--- src/design/urtx_pkg.sv ---
// ----------------------------------------------------------------------------
// urtx_pkg: shared types and constants for the serial receive ring block
// Event codes, field widths, default sizes and the control and status
// structs passed between the ring, the statistics counters and the top level.
// ----------------------------------------------------------------------------
package urtx_pkg;

  // default sizes
  localparam int RX_DEPTH_DEF = 64;
  localparam int TX_MAX_DEF   = 32;

  // fixed field widths
  localparam int KIND_W  = 3;
  localparam int DATA_W  = 8;
  localparam int LEN_W   = 8;
  localparam int AVAIL_W = 6;
  localparam int CNT_W   = 32;

  // event codes
  typedef enum logic [KIND_W-1:0] {
    KIND_RX_BYTE = 3'd0,
    KIND_READ    = 3'd1,
    KIND_TX_REQ  = 3'd2,
    KIND_TX_DONE = 3'd3,
    KIND_ERROR   = 3'd4,
    KIND_REINIT  = 3'd5
  } kind_t;

  // ring control from the event decoder
  typedef struct packed {
    logic push;
    logic pop;
    logic clr;
  } ring_cmd_t;

  // ring status back to the event decoder
  typedef struct packed {
    logic               empty;
    logic               full;
    logic [AVAIL_W-1:0] available;
  } ring_stat_t;

  // counter bumps from the event decoder
  typedef struct packed {
    logic drop;
    logic store;
    logic fault;
    logic sent;
    logic clr;
  } stat_inc_t;

endpackage

--- src/design/urtx_ring.sv ---
// ----------------------------------------------------------------------------
// urtx_ring: receive byte ring with one slot kept empty
// Power-of-two memory with write and read pointers; read data is registered.
// ----------------------------------------------------------------------------
module urtx_ring #(
  parameter int RX_DEPTH = urtx_pkg::RX_DEPTH_DEF
) (
  input  logic                        clk,
  input  logic                        rst_n,
  input  urtx_pkg::ring_cmd_t         cmd,
  input  logic [urtx_pkg::DATA_W-1:0] wr_data,
  output urtx_pkg::ring_stat_t        stat,
  output logic [urtx_pkg::DATA_W-1:0] rd_data
);

  localparam int PTR_W = $clog2(RX_DEPTH);

  logic [urtx_pkg::DATA_W-1:0] mem [RX_DEPTH];
  logic [PTR_W-1:0]            wr_ptr_r;
  logic [PTR_W-1:0]            rd_ptr_r;
  logic [urtx_pkg::DATA_W-1:0] rd_data_r;
  logic [PTR_W-1:0]            wr_ptr_inc;
  logic [PTR_W-1:0]            fill;
  logic [31:0]                 fill_ext;

  // pointer arithmetic wraps naturally at the power-of-two depth
  assign wr_ptr_inc = wr_ptr_r + PTR_W'(1);
  assign fill       = wr_ptr_r - rd_ptr_r;
  assign fill_ext   = 32'(fill);

  // status
  assign stat.empty     = (wr_ptr_r == rd_ptr_r);
  assign stat.full      = (wr_ptr_inc == rd_ptr_r);
  assign stat.available = fill_ext[urtx_pkg::AVAIL_W-1:0];
  assign rd_data        = rd_data_r;

  // pointers
  always_ff @(posedge clk) begin
    if (!rst_n || cmd.clr) begin
      wr_ptr_r <= '0;
      rd_ptr_r <= '0;
    end else begin
      if (cmd.push) begin
        wr_ptr_r <= wr_ptr_inc;
      end
      if (cmd.pop) begin
        rd_ptr_r <= rd_ptr_r + PTR_W'(1);
      end
    end
  end

  // storage, one write port and one registered read port
  always_ff @(posedge clk) begin
    if (cmd.push) begin
      mem[wr_ptr_r] <= wr_data;
    end
    if (cmd.pop) begin
      rd_data_r <= mem[rd_ptr_r];
    end
  end

endmodule

--- src/design/urtx_stats.sv ---
// ----------------------------------------------------------------------------
// urtx_stats: wrapping event counters
// Overflow, stored byte, error and completed frame counts.
// ----------------------------------------------------------------------------
module urtx_stats (
  input  logic                       clk,
  input  logic                       rst_n,
  input  urtx_pkg::stat_inc_t        inc,
  output logic [urtx_pkg::CNT_W-1:0] overflow_count,
  output logic [urtx_pkg::CNT_W-1:0] rx_count,
  output logic [urtx_pkg::CNT_W-1:0] error_count,
  output logic [urtx_pkg::CNT_W-1:0] frame_count
);

  logic [urtx_pkg::CNT_W-1:0] drop_r;
  logic [urtx_pkg::CNT_W-1:0] store_r;
  logic [urtx_pkg::CNT_W-1:0] fault_r;
  logic [urtx_pkg::CNT_W-1:0] sent_r;

  // counters, cleared by reset or reinitialize
  always_ff @(posedge clk) begin
    if (!rst_n || inc.clr) begin
      drop_r  <= '0;
      store_r <= '0;
      fault_r <= '0;
      sent_r  <= '0;
    end else begin
      if (inc.drop) begin
        drop_r <= drop_r + urtx_pkg::CNT_W'(1);
      end
      if (inc.store) begin
        store_r <= store_r + urtx_pkg::CNT_W'(1);
      end
      if (inc.fault) begin
        fault_r <= fault_r + urtx_pkg::CNT_W'(1);
      end
      if (inc.sent) begin
        sent_r <= sent_r + urtx_pkg::CNT_W'(1);
      end
    end
  end

  assign overflow_count = drop_r;
  assign rx_count       = store_r;
  assign error_count    = fault_r;
  assign frame_count    = sent_r;

endmodule

--- src/design/uart_rx_ring_with_tx_busy.sv ---
// ----------------------------------------------------------------------------
// uart_rx_ring_with_tx_busy: serial port receive ring and transmit tracker
// Handles one port event per transaction and reports status for each.
// ----------------------------------------------------------------------------
// An event is taken on any clock edge with start high; busy is always low, so
// one event per clock is sustained. Each event yields one result: the event is
// held in the input register, then passes through the decode logic into the
// ring pointers, counters, busy flag and result register, with the ring
// memory read port registered alongside. The result sits on the out_ ports
// for exactly one cycle marked by out_valid; the receiver cannot stall, so
// results must be captured when out_valid is high. Ring depth is RX_DEPTH
// (power of two) and holds at most RX_DEPTH-1 bytes.
module uart_rx_ring_with_tx_busy #(
  parameter int RX_DEPTH = urtx_pkg::RX_DEPTH_DEF,
  parameter int TX_MAX   = urtx_pkg::TX_MAX_DEF
) (
  input  logic                         clk,
  input  logic                         rst_n,
  input  logic                         start,
  output logic                         busy,
  input  logic [urtx_pkg::KIND_W-1:0]  in_kind,
  input  logic                         in_own_port,
  input  logic [urtx_pkg::DATA_W-1:0]  in_rx_data,
  input  logic [urtx_pkg::LEN_W-1:0]   in_tx_length,
  input  logic                         in_start_ok,
  output logic                         out_valid,
  output logic                         out_ok,
  output logic [urtx_pkg::DATA_W-1:0]  out_read_data,
  output logic [urtx_pkg::AVAIL_W-1:0] out_available,
  output logic                         out_tx_busy,
  output logic [urtx_pkg::CNT_W-1:0]   out_overflow_count,
  output logic [urtx_pkg::CNT_W-1:0]   out_rx_count,
  output logic [urtx_pkg::CNT_W-1:0]   out_error_count,
  output logic [urtx_pkg::CNT_W-1:0]   out_frame_count
);

  localparam logic [urtx_pkg::LEN_W-1:0] TX_MAX_LEN = urtx_pkg::LEN_W'(TX_MAX);

  // input register
  logic                         in_valid_r;
  logic [urtx_pkg::KIND_W-1:0]  kind_r;
  logic                         own_r;
  logic [urtx_pkg::DATA_W-1:0]  rx_data_r;
  logic [urtx_pkg::LEN_W-1:0]   tx_len_r;
  logic                         start_ok_r;

  // event state and result register
  logic                         tx_busy_r;
  logic                         tx_busy_nxt;
  logic                         out_valid_r;
  logic                         out_ok_r;
  logic                         ok_nxt;
  logic                         rd_sel_r;

  urtx_pkg::ring_cmd_t          ring_cmd;
  urtx_pkg::ring_stat_t         ring_stat;
  urtx_pkg::stat_inc_t          stat_inc;
  logic [urtx_pkg::DATA_W-1:0]  ring_rd_data;
  logic                         len_ok;

  assign busy = 1'b0;

  // capture one transaction per clock
  always_ff @(posedge clk) begin
    if (!rst_n) begin
      in_valid_r <= 1'b0;
    end else begin
      in_valid_r <= start;
    end
  end

  always_ff @(posedge clk) begin
    if (start) begin
      kind_r     <= in_kind;
      own_r      <= in_own_port;
      rx_data_r  <= in_rx_data;
      tx_len_r   <= in_tx_length;
      start_ok_r <= in_start_ok;
    end
  end

  assign len_ok = (tx_len_r != '0) && (tx_len_r <= TX_MAX_LEN);

  // event decode
  always_comb begin
    ring_cmd    = '0;
    stat_inc    = '0;
    tx_busy_nxt = tx_busy_r;
    ok_nxt      = 1'b0;
    if (in_valid_r) begin
      case (kind_r)
        urtx_pkg::KIND_RX_BYTE: begin
          if (own_r) begin
            if (ring_stat.full) begin
              stat_inc.drop = 1'b1;
            end else begin
              ring_cmd.push  = 1'b1;
              stat_inc.store = 1'b1;
            end
          end
        end
        urtx_pkg::KIND_READ: begin
          if (!ring_stat.empty) begin
            ring_cmd.pop = 1'b1;
            ok_nxt       = 1'b1;
          end
        end
        urtx_pkg::KIND_TX_REQ: begin
          if (len_ok && !tx_busy_r && start_ok_r) begin
            tx_busy_nxt = 1'b1;
            ok_nxt      = 1'b1;
          end
        end
        urtx_pkg::KIND_TX_DONE: begin
          if (own_r) begin
            tx_busy_nxt   = 1'b0;
            stat_inc.sent = 1'b1;
          end
        end
        urtx_pkg::KIND_ERROR: begin
          if (own_r) begin
            tx_busy_nxt    = 1'b0;
            stat_inc.fault = 1'b1;
          end
        end
        urtx_pkg::KIND_REINIT: begin
          ring_cmd.clr = 1'b1;
          stat_inc.clr = 1'b1;
          tx_busy_nxt  = 1'b0;
        end
        default: begin
        end
      endcase
    end
  end

  // busy flag and result strobe
  always_ff @(posedge clk) begin
    if (!rst_n) begin
      tx_busy_r   <= 1'b0;
      out_valid_r <= 1'b0;
      out_ok_r    <= 1'b0;
      rd_sel_r    <= 1'b0;
    end else begin
      tx_busy_r   <= tx_busy_nxt;
      out_valid_r <= in_valid_r;
      out_ok_r    <= ok_nxt;
      rd_sel_r    <= ring_cmd.pop;
    end
  end

  urtx_ring #(
    .RX_DEPTH (RX_DEPTH)
  ) u_ring (
    .clk     (clk),
    .rst_n   (rst_n),
    .cmd     (ring_cmd),
    .wr_data (rx_data_r),
    .stat    (ring_stat),
    .rd_data (ring_rd_data)
  );

  urtx_stats u_stats (
    .clk            (clk),
    .rst_n          (rst_n),
    .inc            (stat_inc),
    .overflow_count (out_overflow_count),
    .rx_count       (out_rx_count),
    .error_count    (out_error_count),
    .frame_count    (out_frame_count)
  );

  // state registers already hold the post-event values during the strobe
  assign out_valid     = out_valid_r;
  assign out_ok        = out_ok_r;
  assign out_read_data = rd_sel_r ? ring_rd_data : '0;
  assign out_available = ring_stat.available;
  assign out_tx_busy   = tx_busy_r;

endmodule
--- config.mk ---
export PLATFORM = sky130hd
export DESIGN_NAME = uart_rx_ring_with_tx_busy
export DESIGN_NICKNAME = d
export VERILOG_FILES = /design/src/design/urtx_pkg.sv /design/src/design/urtx_ring.sv /design/src/design/urtx_stats.sv /design/src/design/uart_rx_ring_with_tx_busy.sv
export SDC_FILE = /design/constraint.sdc
export NUM_CORES = 1
export LEC_CHECK = 0
export ABC_AREA = 1
export BUFFER_PORTS_ARGS = -buffer_cell sky130_fd_sc_hd__buf_2
export CAP_MARGIN = 15
export CORE_MARGIN = 4
export CORE_UTILIZATION = 50
export DETAILED_ROUTE_END_ITERATION = 16
export GPL_TIMING_DRIVEN = 0
export HOLD_SLACK_MARGIN = 0.02
export PLACE_DENSITY = 0.67
export SYNTH_ARGS = -nofsm -noshare
export SYNTH_HDL_FRONTEND = slang
export SYNTH_SLANG_ARGS = --single-unit
--- constraint.sdc ---
create_clock -name clk -period 3.34 [get_ports clk]
set_clock_uncertainty 0.05 [all_clocks]
set_input_delay 0.334 -clock clk [delete_from_list [all_inputs] [get_ports clk]]
set_output_delay 0.334 -clock clk [all_outputs]
set_load 0.03 [all_outputs]
==> impl_metrics.py, run 1 <==
metrics = {
    "layout": {
        "antenna_cells": 0,
        "fill_cells": 4789,
        "syn2layout_area_growth_pct": 17.6,
        "final_nets": 3237,
        "regArea_um2": 19200,
        "drive_gt1_frac": 0.136,
        "final_area_um2": 34700,
        "multi_input_comb_area_um2": 9580,
    },
    "power": {
        "powerDensity_nw_per_um2": 507,
        "pwr-share-seq": 0.531,
        "netSwitchingPower_mw": 3.70,
        "internal_power_mw": 13.9,
        "peakVddDrop_mv": 0.369,
        "sw_frac_of_total": 0.211,
        "p_leak_nw": 12.1,
        "p_total_mw": 17.6,
        "pwr-share-clk": 0.444,
        "power_frac_comb": 0.025,
    },
    "yosys": {
        "syn_inst": 2915,
        "synth-warning-count": 0,
        "synth_edf_count": 541,
        "synth_area_um2": 29500,
        "yosys_register_bits": 686,
        "ys_types": 44,
        "ys_dominant_reg_cell": "edfxtp_1",
        "syn-num-nets": 2951,
        "avgSynthCellArea_um2": 10.1,
        "seq_area_frac_synth": 0.649,
        "async_reset_ff_frac": 0,
    },
    "sta": {
        "relSlewSlack": 0.222,
        "rsz0062_at_grt": "true",
        "finalCritPeriodShare": 1.00,
        "setup_viol": 7,
        "hold_viol": 0,
        "period_needed_ns": 3.35,
        "fin_ws_ns": -0.00744,
        "tightest_slew_ns": 1.17,
        "drv_slew": 0,
        "setup-tns-final_ns": -0.0310,
        "max_clock_freq_ghz": 0.299,
    },
    "status": {
        "violations": "setup timing",
        "outcome": "finished, violations left",
    },
    "worst_hold_path": {
        "min-delay-start": "start",
        "holdCritPathClass": "input pin to flip-flop",
        "hold_end": "in_valid_r",
        "whs_path_depth": 3,
    },
    "floorplanning": {
        "rows": 88,
        "die_w_um": 251,
        "ios": 170,
        "die_h_um": 251,
        "die_area_um2": 63000,
        "initial_core_util": 0.509,
        "core_area_um2": 58000,
    },
    "critical_path": {
        "crit_fanout": 10,
        "start_kind": "flip-flop",
        "end_kind": "flip-flop",
        "ff2ff_path_depth": 13,
        "reg2reg_slack_ns": -0.007,
        "startpoint": "u_ring.wr_ptr_r[0]",
        "crit_type": "flip-flop to flip-flop",
        "r2r_start": "u_ring.wr_ptr_r[0]",
        "arrival_ns": 3.53,
        "r2r_end": "u_ring.mem[3][1]",
        "worstPathRequired_ns": 3.52,
    },
    "place": {
        "port-buffer-count": 168,
        "dp_hpwl_um": 68000,
        "placed_area_um2": 31800,
        "place_congestion": 0.985,
    },
    "route": {
        "viasPerCell": 5.96,
        "met1_length_um": 37300,
        "vias": 23972,
        "wl_met3_um": 10000,
        "drc": 0,
        "routed_wl_um": 97100,
        "drtIter0Drc": 2934,
        "postRouteAntennaNets": 0,
        "route.met2.wl_um": 44300,
        "wl_per_cell_um": 24.1,
        "maxUsedRoutingLayer": "met4",
        "dr.pass1.iters": 6,
    },
    "global_routing": {
        "grt_pass1_vias": 22976,
        "antenna_found_initial": 2,
        "grt_pass1_wl_um": 143000,
        "grt_usage": 0.300,
        "gr-total-overflow": 0,
        "grt_max_degree": 29,
    },
    "clock_network": {
        "cts_root_buf": "clkbuf_16",
        "cts.sinks": 686,
        "clk_latency_ns": 0.61,
        "tritoncts": "done",
        "clock_path_buffers": 3,
        "cts_buffers": 72,
        "htree_levels": 3,
        "clk_pin_slew_ns": 0.06,
    },
    "run": {
        "maxCapViolations": 0,
    },
}
## synthesized netlist by cell type, drive strengths merged, types with 6 or more instances
cell	instances	share of area
buf	40	0.0073
inv	139	0.018
nor2	585	0.077
xnor2	18	0.0053
dfxtp	145	0.098
nand4	51	0.011
nor4	6	0.0013
nor3	55	0.0093
xor2	36	0.011
clkbuf	97	0.012
a21oi	118	0.020
nand3b	10	0.0025
o21ai	291	0.049
edfxtp	541	0.55
nand3	116	0.022
ha	11	0.0047
o211ai	65	0.017
nand2	495	0.063
o22ai	69	0.015
## registers in the layout, indices dropped and copies added (netlist names)
name and flops:
u_ring.rd_data 8, rx_data_r 8, u_ring.rd_ptr_r 6, u_stats.frame_count 32
u_ring.wr_ptr_r 6, out_tx_busy 1, own_r 1, out_valid 1
rd_sel_r 1, u_stats.rx_count 32, tx_len_r 8, u_ring.mem 512
u_stats.error_count 32, in_valid_r 1, kind_r 3, out_ok 1
u_stats.overflow_count 32, start_ok_r 1
## layout by cell type, fill, tap and decap left out, types with 10 or more instances in the layout
master / Yosys / routed
buf_1: 14 / 12
nand2_1: 492 / 492
nand4_1: 50 / 50
a21oi_1: 118 / 118
edfxtp_1: 541 / 541
nor2_4: 1 / 32
ha_1: 11 / 11
clkbuf_16: 0 / 75
xor2_1: 36 / 36
nor3_1: 55 / 55
xnor2_1: 18 / 18
clkbuf_1: 97 / 98
clkinvlp_4: 0 / 11
nand3_1: 109 / 108
o21ai_0: 288 / 287
clkinv_2: 0 / 13
clkinv_1: 3 / 15
buf_2: 19 / 186
o211ai_1: 65 / 65
o22ai_1: 69 / 69
nor2_1: 571 / 508
inv_1: 133 / 131
nor2_2: 11 / 43
dfxtp_1: 145 / 143
buf_16: 0 / 16
nand3b_1: 10 / 10
dlygate4sd3_1: 0 / 22
## power groups by stage
stage	combinational [mW]	sequential, mW	clock, mW
after CTS	0.433	9.33	7.84
after floorplan	0.103	9.55	0
after global placement	0.187	9.65	0
final	0.441	9.33	7.80
after detailed placement	0.411	9.52	0
after global routing	0.464	9.33	8.22
## metrics by stage
step                      cells   util  worst slack, ns  hold slack, ns
final                      4024  0.598         -0.00744           0.157
after global routing       4024  0.598           -0.140           0.197
after CTS                  4020  0.595          -0.0706           0.139
after detailed placement   3867  0.548           -0.402           0.422
after global placement     3848  0.540           -0.658           0.423
after floorplan            2915      -            0.165           0.377
## worst max path at each step
stage | end | slack (ns) | depth (start not counted)
2_1_floorplan | u_ring.mem[31][0] | 0.16 | 12
3_3_place_gp | u_ring.mem[31][3] | -0.66 | 12
3_5_place_dp | u_ring.mem[23][7] | -0.40 | 12
4_1_cts | out_available[5] | -0.07 | 10
5_1_grt | u_ring.mem[3][2] | -0.14 | 13
6_report | u_ring.mem[3][1] | -0.007 | 13
## worst max-delay path, cell delays in order (launching register included)
cell and delay, ns:
dfxtp_1 0.57, inv_1 0.23, ha_1 0.36, inv_1 0.06
nand2_1 0.06, nor2_1 0.04, nand3_1 0.10, nor2_4 0.06
nand3_4 0.09, nand3_2 0.09, buf_6 0.22, nor2_8 0.15
nand3_4 0.32, nor2_2 0.55
## cells by family (layout without fill, tap and decap cells)
kind of cell             after synthesis  after routing  synth area share
buffers and inverters                279            623            0.0377
adder cells (fa/ha/maj)               12             12           0.00534
AO/OA/AOI/OAI                        551            551             0.103
AND/OR/NAND/NOR                     1332           1332             0.189
flip-flops                           686            686             0.649
other                                  1              1          0.000127
XOR/XNOR                              54             54            0.0160
## layer usage
metal	vias up	track usage
li1	10754	-
met1	11549	0.395
met2	1391	0.478
met3	278	0.0623
met4	0	0.149
met5	-	0
## final cells by class
cell class | count | share of cell area
plain buffers | 136 | 0.0174
flip-flops and latches | 686 | 0.552
clock inverters | 46 | 0.0102
well taps | 765 | 0.0276
inverters | 142 | 0.0158
repair buffers | 213 | 0.0456
multi-input cells | 1950 | 0.276
clock buffers | 86 | 0.0556
## timing repair
item	in CTS	in global routing
buffers inserted	0	4
resized for setup	85	37
endpoints found under the hold margin	26	0
hold buffers	22	0
endpoints found under the setup margin	490	449
Note: power is estimated with default switching activity, not from simulation.
==> inputs of run 2 (changes only) <==
CORE_ASPECT_RATIO = 1.5   (was unset)
clock period = 3.7 ns   (was 3.34 ns; I/O delays follow)
==> run 2 against run 1 <==
Net effect: the flow still finishes with violations (setup timing); die area increased by 0.13%; first-iteration DRC count fell by 12%; clock power fell by 12%; fmax is 10% lower; routed wire length rose by 4.2%; clock-buffer cell count up 3; critical path type unchanged; largest power group unchanged.
==> impl_metrics.py, run 2 (synthesis gave the netlist of run 1 again) <==
metrics = {
    "global_routing": {
        "grt_usage": 0.318,
        "gr-total-overflow": 0,
        "grt_max_degree": 29,
        "grt_pass1_vias": 23620,
        "antenna_found_initial": 0,
        "grt_pass1_wl_um": 148000,
    },
    "critical_path": {
        "r2r_end": "u_ring.mem[23][3]",
        "crit_fanout": 8,
        "cpMaxStageDelayCell": "nor2_1",
        "r2r_start": "u_ring.wr_ptr_r[0]",
        "startpoint": "u_ring.wr_ptr_r[0]",
        "reg2reg_slack_ns": -0.02,
        "worstPathRequired_ns": 3.89,
        "cp_slowest_stage_delay_ns": 0.97,
        "crit_end": "u_ring.mem[23][3]",
        "arrival_ns": 3.91,
        "cp_cell_sequence": "inv_1, ha_1, inv_1, nand2_1, nor2_1, nand3_1, nor2_4, nand3_4, nand3_2, inv_2, nand3_1, nor2_1",
        "ff2ff_path_depth": 12,
        "crit_type": "flip-flop to flip-flop",
        "start_kind": "flip-flop",
        "end_kind": "flip-flop",
    },
    "sta": {
        "relSlewSlack": 0.255,
        "hold_viol": 0,
        "setup_viol": 21,
        "tightest_slew_ns": 1.12,
        "finalCritPeriodShare": 1.01,
        "period_needed_ns": 3.72,
        "rsz0062_at_grt": "true",
        "fin_ws_ns": -0.0212,
        "drv_slew": 0,
        "max_clock_freq_ghz": 0.269,
    },
    "status": {
        "violations": "setup timing",
        "outcome": "finished, violations left",
    },
    "place": {
        "dp_hpwl_um": 73100,
        "placed_area_um2": 31800,
        "port-buffer-count": 168,
        "placed_cells": 3871,
        "place_congestion": 1.07,
    },
    "clock_network": {
        "clock_path_buffers": 3,
        "clk_pin_slew_ns": 0.07,
        "cts_buffers": 66,
        "tritoncts": "done",
        "cts_root_buf": "clkbuf_16",
        "htree_levels": 3,
        "post_cts_buffers": 0,
        "clk_latency_ns": 0.63,
        "cts.sinks": 686,
    },
    "layout": {
        "syn2layout_area_growth_pct": 15.7,
        "final_nets": 3227,
        "drive_gt1_frac": 0.107,
        "postLayoutCoreUtil": 0.588,
        "largest_reg_flops": 512,
        "regMostFlops": "u_ring.mem",
        "final_area_um2": 34200,
        "final_cells": 4009,
        "layout_commonest_cell": "nor2_1",
        "fill_cells": 4988,
        "final_cell_mix": "567 x nor2_1, 541 x edfxtp_1, 492 x nand2_1",
    },
    "floorplanning": {
        "die_w_um": 206,
        "initial_core_util": 0.508,
        "die_area_um2": 63100,
        "rows": 108,
        "ios": 170,
        "core_area_um2": 58100,
        "die_h_um": 306,
    },
    "power": {
        "powerDensity_nw_per_um2": 459,
        "internal_power_mw": 12.4,
        "pwr-share-seq": 0.537,
        "pwr-share-clk": 0.437,
        "peakVddDrop_mv": 0.565,
        "sw_frac_of_total": 0.207,
        "p_leak_nw": 12.0,
        "netSwitchingPower_mw": 3.25,
        "power_frac_comb": 0.025,
    },
    "route": {
        "postRouteAntennaNets": 0,
        "vias": 23969,
        "drc": 0,
        "viasPerCell": 5.98,
        "dr.pass1.iters": 7,
        "routed_wl_um": 101000,
        "drtIter0Drc": 2569,
        "wl_per_cell_um": 25.2,
    },
    "worst_hold_path": {
        "holdCritPathClass": "input pin to flip-flop",
    },
    "run": {
        "maxCapViolations": 0,
    },
}
[run 2: cell count changes in the layout (fill, tap and decap cells not counted), moves of 3 or more]
cell / previous run / this run
nor2_1: 508 / 567
nor2_4: 32 / 1
nor2_2: 43 / 15
clkbuf_1: 98 / 113
clkinvlp_4: 11 / 1
clkbuf_2: 7 / 1
clkinv_1: 15 / 10
clkinv_2: 13 / 8
clkbuf_16: 75 / 71
buf_4: 7 / 4
inv_6: 4 / 1
[run 2: power groups by stage]
stage                     Combinational, mW  Clock [mW]  Sequential [mW]
final                                 0.397        6.85             8.42
after global routing                  0.418        7.21             8.42
after CTS                             0.391        6.87             8.42
after detailed placement              0.372           0             8.59
after global placement                0.172           0             8.71
after floorplan                      0.0927           0             8.62
[run 2: critical path, delay by kind of cell, from the launching register on]
kind	cells	cell delay (ns)
fa+ha+maj	1	0.34
buf+inv	3	0.46
flops	1	0.54
simple gates	8	1.95
[run 2: final cells by class]
type                       instances  area (um^2)  share of cell area
inverter                         142          538              0.0158
sequential                       686        19100               0.561
multi-input combinational       1950         9270               0.271
antenna                            1         2.50           0.0000733
buffer                           137          587              0.0172
clock buffer                      89         1840              0.0540
tap                              770          963              0.0282
timing repair buffer             208         1520              0.0444
clock inverter                    26          284             0.00831
[run 2: repair_timing]
| item | CTS | global route |
|---|---|---|
| endpoints found under the setup margin | 6 | 70 |
| hold buffers | 22 | 0 |
| resized for setup | 6 | 6 |
| hold endpoints to repair | 24 | 0 |
[run 2: how the worst min path moves through the flow]
stage,startpoint,cells after the start,endpoint,slack (ns)
after floorplan,rst_n,2,in_valid_r,0.41
after global placement,out_tx_busy,2,out_tx_busy,0.42
after detailed placement,u_stats.frame_count[12],1,u_stats.frame_count[13],0.42
after CTS,start,3,in_valid_r,0.19
after global routing,start,3,in_valid_r,0.23
final,start,3,in_valid_r,0.20
[run 2: layer usage]
metal | vias up | share of wire | GRT usage
met5 | - | 0 | 0
met4 | 0 | 0.091 | 0.235
met3 | 456 | 0.097 | 0.0747
met2 | 1457 | 0.49 | 0.533
met1 | 11356 | 0.33 | 0.350
li1 | 10700 | - | -
[run 2: per-stage QoR]
stage	TNS (ns)	setup slack, ns	hold slack (ns)	total power, mW
final	-0.251	-0.0212	0.204	15.7
after global routing	-6.36	-0.176	0.234	16.0
after CTS	0	0.0223	0.194	15.7
after detailed placement	-0.0628	-0.0234	0.423	8.96
after global placement	-0.717	-0.0899	0.417	8.88
after floorplan	0	0.525	0.413	8.71
